==> src/rtl/qwms_pkg.sv <==
// ----------------------------------------------------------------------------
// qwms_pkg: shared types and constants of the quadrotor motor mixer
// Payload structs, register reset values, fixed-point format and root sizing.
// ----------------------------------------------------------------------------
package qwms_pkg;

  localparam int unsigned InFracBits  = 16;
  localparam int unsigned OutFracBits = 8;
  // scale applied ahead of the root: square * 2^(2*OUT - IN)
  localparam int          RootShift   = 2 * OutFracBits - InFracBits;
  localparam int unsigned RadBits     = 48;  // radicand width
  localparam int unsigned SpeedBits   = 24;
  localparam int unsigned SqBits      = 68;  // signed squares and pair sums
  localparam int unsigned RootCells   = RadBits / 2;

  localparam logic [30:0] ThrustGainRst = 31'd31001;
  localparam logic [30:0] ArmGainRst    = 31'd364717;
  localparam logic [31:0] YawGainRst    = 32'hFFFC2F70;  // -250000

  typedef enum logic [1:0] {
    RegThrust = 2'd0,
    RegArm    = 2'd1,
    RegYaw    = 2'd2
  } reg_idx_e;

  typedef struct packed {
    logic signed [31:0] thrust;
    logic signed [31:0] roll_torque;
    logic signed [31:0] pitch_torque;
    logic signed [31:0] yaw_torque;
  } wrench_t;

  typedef struct packed {
    logic [SpeedBits-1:0] speed_first;
    logic [SpeedBits-1:0] speed_second;
    logic [SpeedBits-1:0] speed_third;
    logic [SpeedBits-1:0] speed_fourth;
  } speeds_t;

  // partial state of four roots handed from cell to cell
  typedef struct packed {
    logic [3:0][RadBits-1:0]   rem;
    logic [3:0][RadBits-1:0]   rad;
    logic [3:0][SpeedBits-1:0] root;
    logic [3:0]                sat;
  } root_lane_t;

endpackage

==> src/rtl/qwms_root_cell.sv <==
// ----------------------------------------------------------------------------
// qwms_root_cell: one stage of the restoring square-root row
// Brings in two more radicand bits and decides one root bit for four lanes.
// ----------------------------------------------------------------------------
module qwms_root_cell (
  input  logic                           clk_i,
  input  logic                           rst_ni,
  input  logic                           en_i,
  input  logic                           valid_i,
  input  qwms_pkg::root_lane_t           lane_i,
  output logic                           valid_o,
  output qwms_pkg::root_lane_t           lane_o
);
  import qwms_pkg::*;

  root_lane_t lane_d, lane_q;
  logic       valid_q;

  // one digit per lane: rem = rem*4 + next two bits, try (root*4+1)
  always_comb begin
    logic [RadBits+1:0] trial;
    logic [RadBits+1:0] cur;
    lane_d = lane_i;
    for (int l = 0; l < 4; l++) begin
      cur   = {lane_i.rem[l], lane_i.rad[l][RadBits-1 -: 2]};
      trial = {{(RadBits+2-SpeedBits-2){1'b0}}, lane_i.root[l], 2'b01};
      lane_d.rad[l] = {lane_i.rad[l][RadBits-3:0], 2'b00};
      if (cur >= trial) begin
        lane_d.rem[l]  = RadBits'(cur - trial);
        lane_d.root[l] = {lane_i.root[l][SpeedBits-2:0], 1'b1};
      end else begin
        lane_d.rem[l]  = cur[RadBits-1:0];
        lane_d.root[l] = {lane_i.root[l][SpeedBits-2:0], 1'b0};
      end
    end
  end

  always_ff @(posedge clk_i or negedge rst_ni) begin
    if (!rst_ni) begin
      valid_q <= 1'b0;
    end else if (en_i) begin
      valid_q <= valid_i;
    end
  end

  always_ff @(posedge clk_i) begin
    if (en_i) lane_q <= lane_d;
  end

  assign valid_o = valid_q;
  assign lane_o  = lane_q;
endmodule

==> config.mk <==
export PLATFORM = sky130hd
export DESIGN_NAME = qwms_root_cell
export DESIGN_NICKNAME = d
export VERILOG_FILES = /design/src/rtl/qwms_pkg.sv /design/src/rtl/qwms_root_cell.sv
export SDC_FILE = /design/constraint.sdc
export NUM_CORES = 1
export LEC_CHECK = 0
export ABC_AREA = 1
export BUFFER_PORTS_ARGS = -buffer_cell sky130_fd_sc_hd__buf_4
export CORE_AREA = 2 2 379 381
export DETAILED_ROUTE_END_ITERATION = 7
export DIE_AREA = 0 0 381 383
export GPL_TIMING_DRIVEN = 1
export HOLD_SLACK_MARGIN = 0.05
export SYNTH_ARGS = -nofsm -noshare
export SYNTH_HDL_FRONTEND = slang
export SYNTH_SLANG_ARGS = --single-unit
==> constraint.sdc <==
create_clock -name clk_i -period 1.78 [get_ports clk_i]
set_clock_uncertainty 0.15 [all_clocks]
set_input_delay 0.089 -clock clk_i [delete_from_list [all_inputs] [get_ports clk_i]]
set_output_delay 0.089 -clock clk_i [all_outputs]
set_load 0.05 [all_outputs]
-- Word level (Yosys, flattened, before mapping)
Index checks and enable logic that the tools add are counted.
- output and inout bits: 485
- logic and storage cells: 30
- flip-flop bits (word level): 477
- $lt $le $gt $ge: 4
- $add $sub $neg: 4
- multiplexer cells: 8
- operator list (operator ; count):
    greater-or-equal comparator 50 x 26 -> 1 bit ; 4
    two-way mux 48 bit ; 4
    subtractor 48 x 26 -> 48 bit ; 4
    two-way mux 1 bit ; 4

-- Depth between registers and ports, before layout
Gate-level depths: netlist of run 1.
- depth in word-level cells: 2
- mapped depth: 17

-- Least setup slack after synthesis of run 1
OpenSTA, ideal clock, no wires.
- path type: input -> register
- start: input port lane_i[88] (netlist bit)
- end: register lane_q (netlist bit lane_o[450]) (data pin)
- path slack: -0.250 ns
- arrival time: 1.619 ns
- data required time: 1.369 ns
- stages on the path: 15
- path through: inv_1 ha_1 nand2_1 nor2_1 nand2_1 nor2_2 nand2_1 nor2_1 nor2_2 nand2_4 inv_2 buf_6 buf_6 nand2_1 o21ai_1
- RTL lines (what ; line ; RTL):
    from (decl) ; qwms_root_cell.sv:10 ; input qwms_pkg::root_lane_t lane_i,
    to (signal assigned) ; qwms_root_cell.sv:47 ; if (en_i) lane_q <= lane_d;
    to (decl) ; qwms_root_cell.sv:16 ; root_lane_t lane_d, lane_q;

==> run_results.csv, run 1 <==
group,metric,value,unit
critical_path,cp_max_fo,7,
die,ios,973,
sta,max_slew_margin,64.71,%
cts,clk_latency,650,ps
die,rows,139,
route,via_count,34130,
yosys,ys.flop_type,"edfxtp_1",
global_route,antenna_found_initial,42,
yosys,ys_ff_latch,477,
cts,clock-sinks,477,
sta,fin_crit_sh,99.96,%
yosys,yosys.area.top_type,"edfxtp_1",
cts,cts_tree,"yes",
sta,whs,-539.8,ps
global_route,grt_pass1_vias,34090,
critical_path,crit_path_start,"lane_i[366]",
placed_design,io_buffer_count,964,
yosys,synth_area,0.02903,mm^2
yosys,syn-instance-count,3715,
final_layout,area_growth_syn_to_layout,90.13,%
worst_hold_path,min_path_type,"input pin to flop",
run_status,status,"finished, violations left",
cts,cts_max_level,2,
critical_path,timing.rr.start,"valid_o",
route,drt-wirelength-per-cell,20.57,um
global_route,track_usage,21.71,%
final_layout,final_nets,6741,
placed_design,gp_congestion,0.9816,
critical_path,timing.rr.end,"valid_o",
flow_run,cap_viol_max_count,0,
yosys,ys_seq_area_share,49.32,%
cts,numCtsBuffers,56,
critical_path,cp.depth,14,
yosys,yosys_warnings,0,
die,die_h,383,um
global_route,grt_start_max_net_pins,64,
sta,setup_viol,0,
yosys,synth-edff-count,476,
die,die_area,0.1459,mm^2
die,core-area,0.1423,mm^2
sta,hold_viol,109,
yosys,yosys.area.top_type_share,49.23,%
critical_path,worstSetupEndpoint,"lane_o[381]",
yosys,async_flop_share,0.2096,%
critical_path,crit_path_cell_trace,"dlygate4sd3_1 > buf_4 > nor2_4 > and2_4 > nand3_1 > nor2_1 > nand2_1 > nand2_1 > nor2_2 > nand2_4 > clkinv_8 > buf_12 > buf_4 > a21oi_1",
die,start_util,20.41,%
critical_path,slowest_stage,"dlygate4sd3_1",
yosys,ys_types,34,
sta,final.min_clock_period,1779,ps
critical_path,reg2reg_depth,2,
route,post-route-drc-count,0,
yosys,avgSynthCellArea,7.815,um^2
power_and_ir_drop,ir_drop,0.0008029,V
cts,clk_path_buf_depth,3,
critical_path,end_kind,"flop",
power_and_ir_drop,power.density,751.2,mW/mm^2
critical_path,worstSetupStartpointType,"input pin",
final_layout,fin_area,0.05520,mm^2
critical_path,cp_data_arrival_time,2120,ps
critical_path,critPathRequiredTime,2120,ps
route,drt_iter0_drc,2300,
sta,tightest_slew,523.8,ps
critical_path,r2r_slack,250,ps
critical_path,path_class,"input pin to flop",
route,vias_per_cell,4.211,
critical_path,path_buf_inv,5,
run_status,violations,"negative hold slack",
cts,cts.clk_slew.worst_paths,60,ps
sta,max_freq,562.0,MHz
route,drtPass1Iterations,6,
sta,grt_setup_unrepaired,"yes",
global_route,grt_overflow_total,0,
final_layout,drive_gt1_share,36.27,%
placed_design,dpl.hpwl,134.9,mm
placed_design,place_area,0.04634,mm^2
route,wl,166.8,mm
die,die_w,381,um
yosys,synth_area_leaders,"edfxtp_1 49%, nand2_1 17%, inv_1 9.5%",
power_and_ir_drop,p_leak,26.08,nW
critical_path,max_stage_delay,550,ps
route,ant_nets,0,
critical_path,critical-path-top-delay-family,"buffers and inverters",
final_layout,n_fill_cell,14380,
global_route,grt_pass1_wl,230.7,mm
sta,slew_viol_final,0,
cts,cts-root-buf,"clkbuf_16",
-- metal layers --
layer	part of all wire (%)	vias up	global-route usage (%)
met3	8.3	255	6.201
met5	0.19	-	0
met2	48	1214	37.35
met4	3.9	50	7.620
met1	40	16020	25.72
li1	-	16590	-
-- what timing repair did --
| item | CTS | global route |
|---|---|---|
| resized for setup | 3 | 107 |
| setup buffers | 0 | 8 |
| pin swaps | 0 | 16 |
| endpoints found under the setup margin | 3 | 134 |
| hold endpoints to repair | 951 | 134 |
| cloned | 0 | 6 |
| hold buffers | 603 | 44 |
-- worst min-delay path by stage --
stage	to	slack, ps	cells past startpoint	startpoint
6_report	lane_o[91]	-540	1	lane_i[90]
5_1_grt	lane_o[91]	-600	1	lane_i[90]
4_1_cts	lane_o[91]	-610	1	lane_i[90]
3_5_place_dp	valid_o	-280	1	rst_ni
3_3_place_gp	valid_o	-280	1	rst_ni
2_1_floorplan	valid_o	-360	0	rst_ni
-- cells by family (layout without fill, tap and decap cells) --
kind of cell    count (synthesis)  count (layout)  share of synthesized area (%)
mux                             1               1                        0.03878
simple gates                 2050            2050                          28.97
compound gates                227             227                          4.335
other cells                     1              18                        0.01292
buf+inv                       777            3247                          10.49
flops                         477             477                          49.32
fa+ha+maj                     104             104                          4.482
xor+xnor                       78              78                          2.353
-- cell type report --
| cell class | count | area [um^2] | area share (%) |
|---|---|---|---|
| Timing Repair Buffer | 2404 | 20090 | 36.40 |
| Clock inverter | 40 | 409.1 | 0.7412 |
| Sequential cell | 477 | 14320 | 25.94 |
| Tap cell | 1903 | 2381 | 4.314 |
| Inverter | 741 | 2848 | 5.159 |
| Timing Repair inverter | 1 | 8.758 | 0.01587 |
| Multi-Input combinational cell | 2468 | 13670 | 24.77 |
| Clock buffer | 61 | 1441 | 2.611 |
| Antenna cell | 10 | 25.02 | 0.04533 |
-- metrics by stage --
step | cells | worst slack (ps) | util [%] | total power (W) | TNS, ps
after floorplan | 3722 | -119.4 | - | 0.02148 | -5274
after global placement | 7336 | -738.0 | 32.57 | 0.02827 | -96250
after detailed placement | 7336 | -745.9 | 32.57 | 0.02829 | -95370
after CTS | 8040 | 0.9996 | 38.12 | 0.04155 | 0
after global routing | 8100 | -34.56 | 38.79 | 0.04300 | -66.46
final | 8105 | 0.6526 | 38.80 | 0.04146 | 0
-- power breakdown --
group	total, W	internal [W]	switching, W
Sequential	0.0142	0.0137	0.000491
Combinational	0.0152	0.00602	0.00920
Clock	0.0121	0.00675	0.00532
-- cell usage after synthesis, types with 25 or more instances --
cell      instances
inv_1           736
nor3_1           34
o21ai_0          60
xor2_1           27
o21ai_1          26
nand3_1         210
nand2_1        1309
a21oi_1         107
edfxtp_1        476
xnor2_1          51
ha_1            104
a21oi_2          25
nor2_1          354
nand4_1          69
-- state kept, by name (all words and copies together) (netlist names) --
name	flops
valid_o	1
lane_o	476
-- cells in the final DEF, fill, tap and decap left out, types with 5 or more instances in the layout --
master | Yosys | layout
buf_4 | 9 | 1723
nand2_1 | 1309 | 1242
inv_1 | 736 | 684
dlygate4sd3_1 | 0 | 644
edfxtp_1 | 476 | 476
nor2_1 | 354 | 289
nand3_1 | 210 | 206
ha_4 | 0 | 96
a21oi_1 | 107 | 81
nand4_1 | 69 | 69
clkbuf_16 | 0 | 62
nor2_2 | 13 | 56
o21ai_0 | 60 | 50
xnor2_1 | 51 | 50
nand2_2 | 12 | 49
a21oi_2 | 25 | 49
inv_2 | 5 | 41
o21ai_1 | 26 | 34
nand2_4 | 2 | 32
nor3_1 | 34 | 29
xor2_1 | 27 | 27
nor2_4 | 3 | 25
buf_12 | 0 | 25
nand3b_1 | 22 | 22
clkinv_2 | 0 | 13
inv_4 | 0 | 11
diode_2 | 0 | 10
clkinvlp_4 | 0 | 8
or2_2 | 8 | 8
ha_1 | 104 | 8
conb_1 | 1 | 8
and2_1 | 8 | 7
o21ai_2 | 5 | 7
clkinv_1 | 0 | 7
bufinv_16 | 0 | 6
inv_8 | 0 | 5
nor3_2 | 0 | 5
buf_6 | 10 | 5
Power figures use the tool's default switching activity.
==> inputs of run 2 (changes only) <==
Settings changed: PLACE_DENSITY set to 0.43.
==> run 2 against run 1 <==
Net effect:
- the flow finishes with violations (negative hold slack, negative setup slack)
- highest routed layer unchanged
- via count decreased by 3.8%
- cell area shrank 0.90%
- first-iteration DRC count down 14%
- cell count down 0.81%
- maximum frequency decreased by 0.34%
- sequential share of layout area grew 0.23 points
- die area stayed put
- largest power group unchanged
- total power down 0.41%
- critical path depth shrank 2
- utilization down 0.35 points
==> run_results.csv, run 2 (synthesized netlist as in run 1, its figures left out) <==
group,metric,value,unit
sta,whs,-539.5,ps
critical_path,max_stage_delay,610,ps
critical_path,timing.rr.start,"valid_o",
die,die_w,381,um
die,die_area,0.1459,mm^2
die,die_h,383,um
critical_path,crit_path_start,"lane_i[416]",
critical_path,critPathRequiredTime,2030,ps
route,wl_met3,8.985,mm
cts,numCtsBuffers,59,
final_layout,largest_reg_flops,476,
sta,final.min_clock_period,1786,ps
route,wl_met1,66.52,mm
critical_path,cp_common_cell,"nand2_1",
power_and_ir_drop,power,0.04129,W
cts,clk_path_buf_depth,3,
global_route,grt_pass1_wl,216.1,mm
route,drtPass1Iterations,5,
route,highest_layer,"met5",
cts,cts_max_level,2,
cts,cts_tree,"yes",
critical_path,worstSetupStartpointType,"input pin",
die,rows,139,
power_and_ir_drop,p_leak,25.79,nW
run_status,violations,"negative hold slack, negative setup slack",
critical_path,cp_max_fo,3,
sta,max_slew_margin,58.64,%
global_route,track_usage,19.95,%
critical_path,cp_data_arrival_time,2040,ps
placed_design,place_area,0.04610,mm^2
critical_path,path_buf_inv,5,
global_route,grt_pass1_vias,33360,
sta,fin_crit_sh,100.3,%
route,vias_per_cell,4.084,
cts,cts.clk_slew.worst_paths,60,ps
cts,clk_latency,660,ps
cts,cts-root-buf,"clkbuf_16",
final_layout,final_common_cell,"buf_4",
route,via_count,32830,
critical_path,crit_path_cell_trace,"buf_4 > buf_4 > dlygate4sd3_1 > nor2_2 > nand2_1 > inv_1 > nand2_1 > inv_1 > nand2_1 > nand3b_1 > nand2_1 > nand2_1",
critical_path,critical-path-top-delay-family,"buffers and inverters",
sta,setup_ws,-5.500,ps
global_route,grt_overflow_total,0,
final_layout,fin_util,38.45,%
worst_hold_path,hold_start,"lane_i[29]",
route,drt-wirelength-per-cell,18.89,um
final_layout,final_cell_mix,"1689 x buf_4, 1247 x nand2_1, 675 x inv_1",
placed_design,place_ws,-709.9,ps
route,wl_met2,72.77,mm
critical_path,end_kind,"flop",
die,core-area,0.1423,mm^2
global_route,antenna_found_initial,9,
route,ant_nets,0,
die,start_util,20.41,%
cts,clock-sinks,477,
flow_run,cap_viol_max_count,0,
sta,slew_viol_final,0,
worst_hold_path,min_path_type,"input pin to flop",
run_status,status,"finished, violations left",
critical_path,path_class,"input pin to flop",
placed_design,gp_congestion,0.9440,
sta,max_freq,560.1,MHz
placed_design,io_buffer_count,964,
sta,hold_viol,121,
final_layout,drive_gt1_share,36.31,%
final_layout,final_nets,6679,
final_layout,fin_area,0.05470,mm^2
critical_path,slowest_stage,"dlygate4sd3_1",
die,ios,973,
sta,tightest_slew,613.9,ps
sta,setup_viol,1,
final_layout,area_growth_syn_to_layout,88.42,%
route,wl,151.9,mm
route,post-route-drc-count,0,
route,drt_iter0_drc,1971,
global_route,grt_start_max_net_pins,35,
power_and_ir_drop,ir_drop,0.0007870,V
placed_design,dpl.hpwl,123.9,mm
power_and_ir_drop,power.density,754.9,mW/mm^2
-- run 2: cell types whose count changed in the layout (fill, tap and decap cells not counted), moves of 8 or more --
cell           before   now
dlygate4sd3_1     644   618
inv_1             684   675
buf_4            1723  1689
nor2_2             56    73
inv_2              41    49
nor2_1            289   271
-- run 2: stage by stage --
stage | cells | hold WS [ps] | TNS, ps
2_1_floorplan | 3722 | -356.6 | -5274
3_3_place_gp | 7303 | -285.1 | -89270
3_5_place_dp | 7303 | -282.7 | -88870
4_1_cts | 7996 | -613.5 | 0
5_1_grt | 8038 | -592.6 | -14.07
6_report | 8039 | -539.5 | -5.500
-- run 2: report_power, final --
group	internal, W	switching (W)	total, W
clock	0.00709	0.00525	0.0123
combinational	0.00589	0.00890	0.0148
sequential	0.0137	0.000474	0.0142
-- run 2: area by class of cell --
cell class / instances / area [um^2]
tap: 1903 / 2381
inverter: 741 / 2841
timing repair buffer: 2340 / 19530
clock inverter: 40 / 379.1
multi-input combinational: 2468 / 13700
antenna: 3 / 7.507
clock buffer: 67 / 1549
sequential: 477 / 14320
fill: 14650 / 87560
-- run 2: repair_timing --
item | CTS | global route
resized for setup | 0 | 128
hold buffers | 586 | 42
endpoints found under the setup margin | 0 | 142
buffers inserted | 0 | 5
hold endpoints to repair | 839 | 146
-- run 2: final timing paths --
path / cells past startpoint / endpoint / slack (ps)
worst max-delay path: 12 / lane_o[425] / -6
worst min-delay path: 1 / lane_o[30] / -540
worst max register to register: 2 / valid_o / 280
worst min register to register: 2 / valid_o / 970
max in group asynchronous: 4 / valid_o / 720
min in group asynchronous: 4 / valid_o / 650
-- run 2: layer usage --
metal  GRT usage [%]  vias to the layer above
li1                -                    16480
met1           25.61                    15180
met2           34.61                     1012
met3           3.690                      159
met4           4.458                        6
met5               0                        -
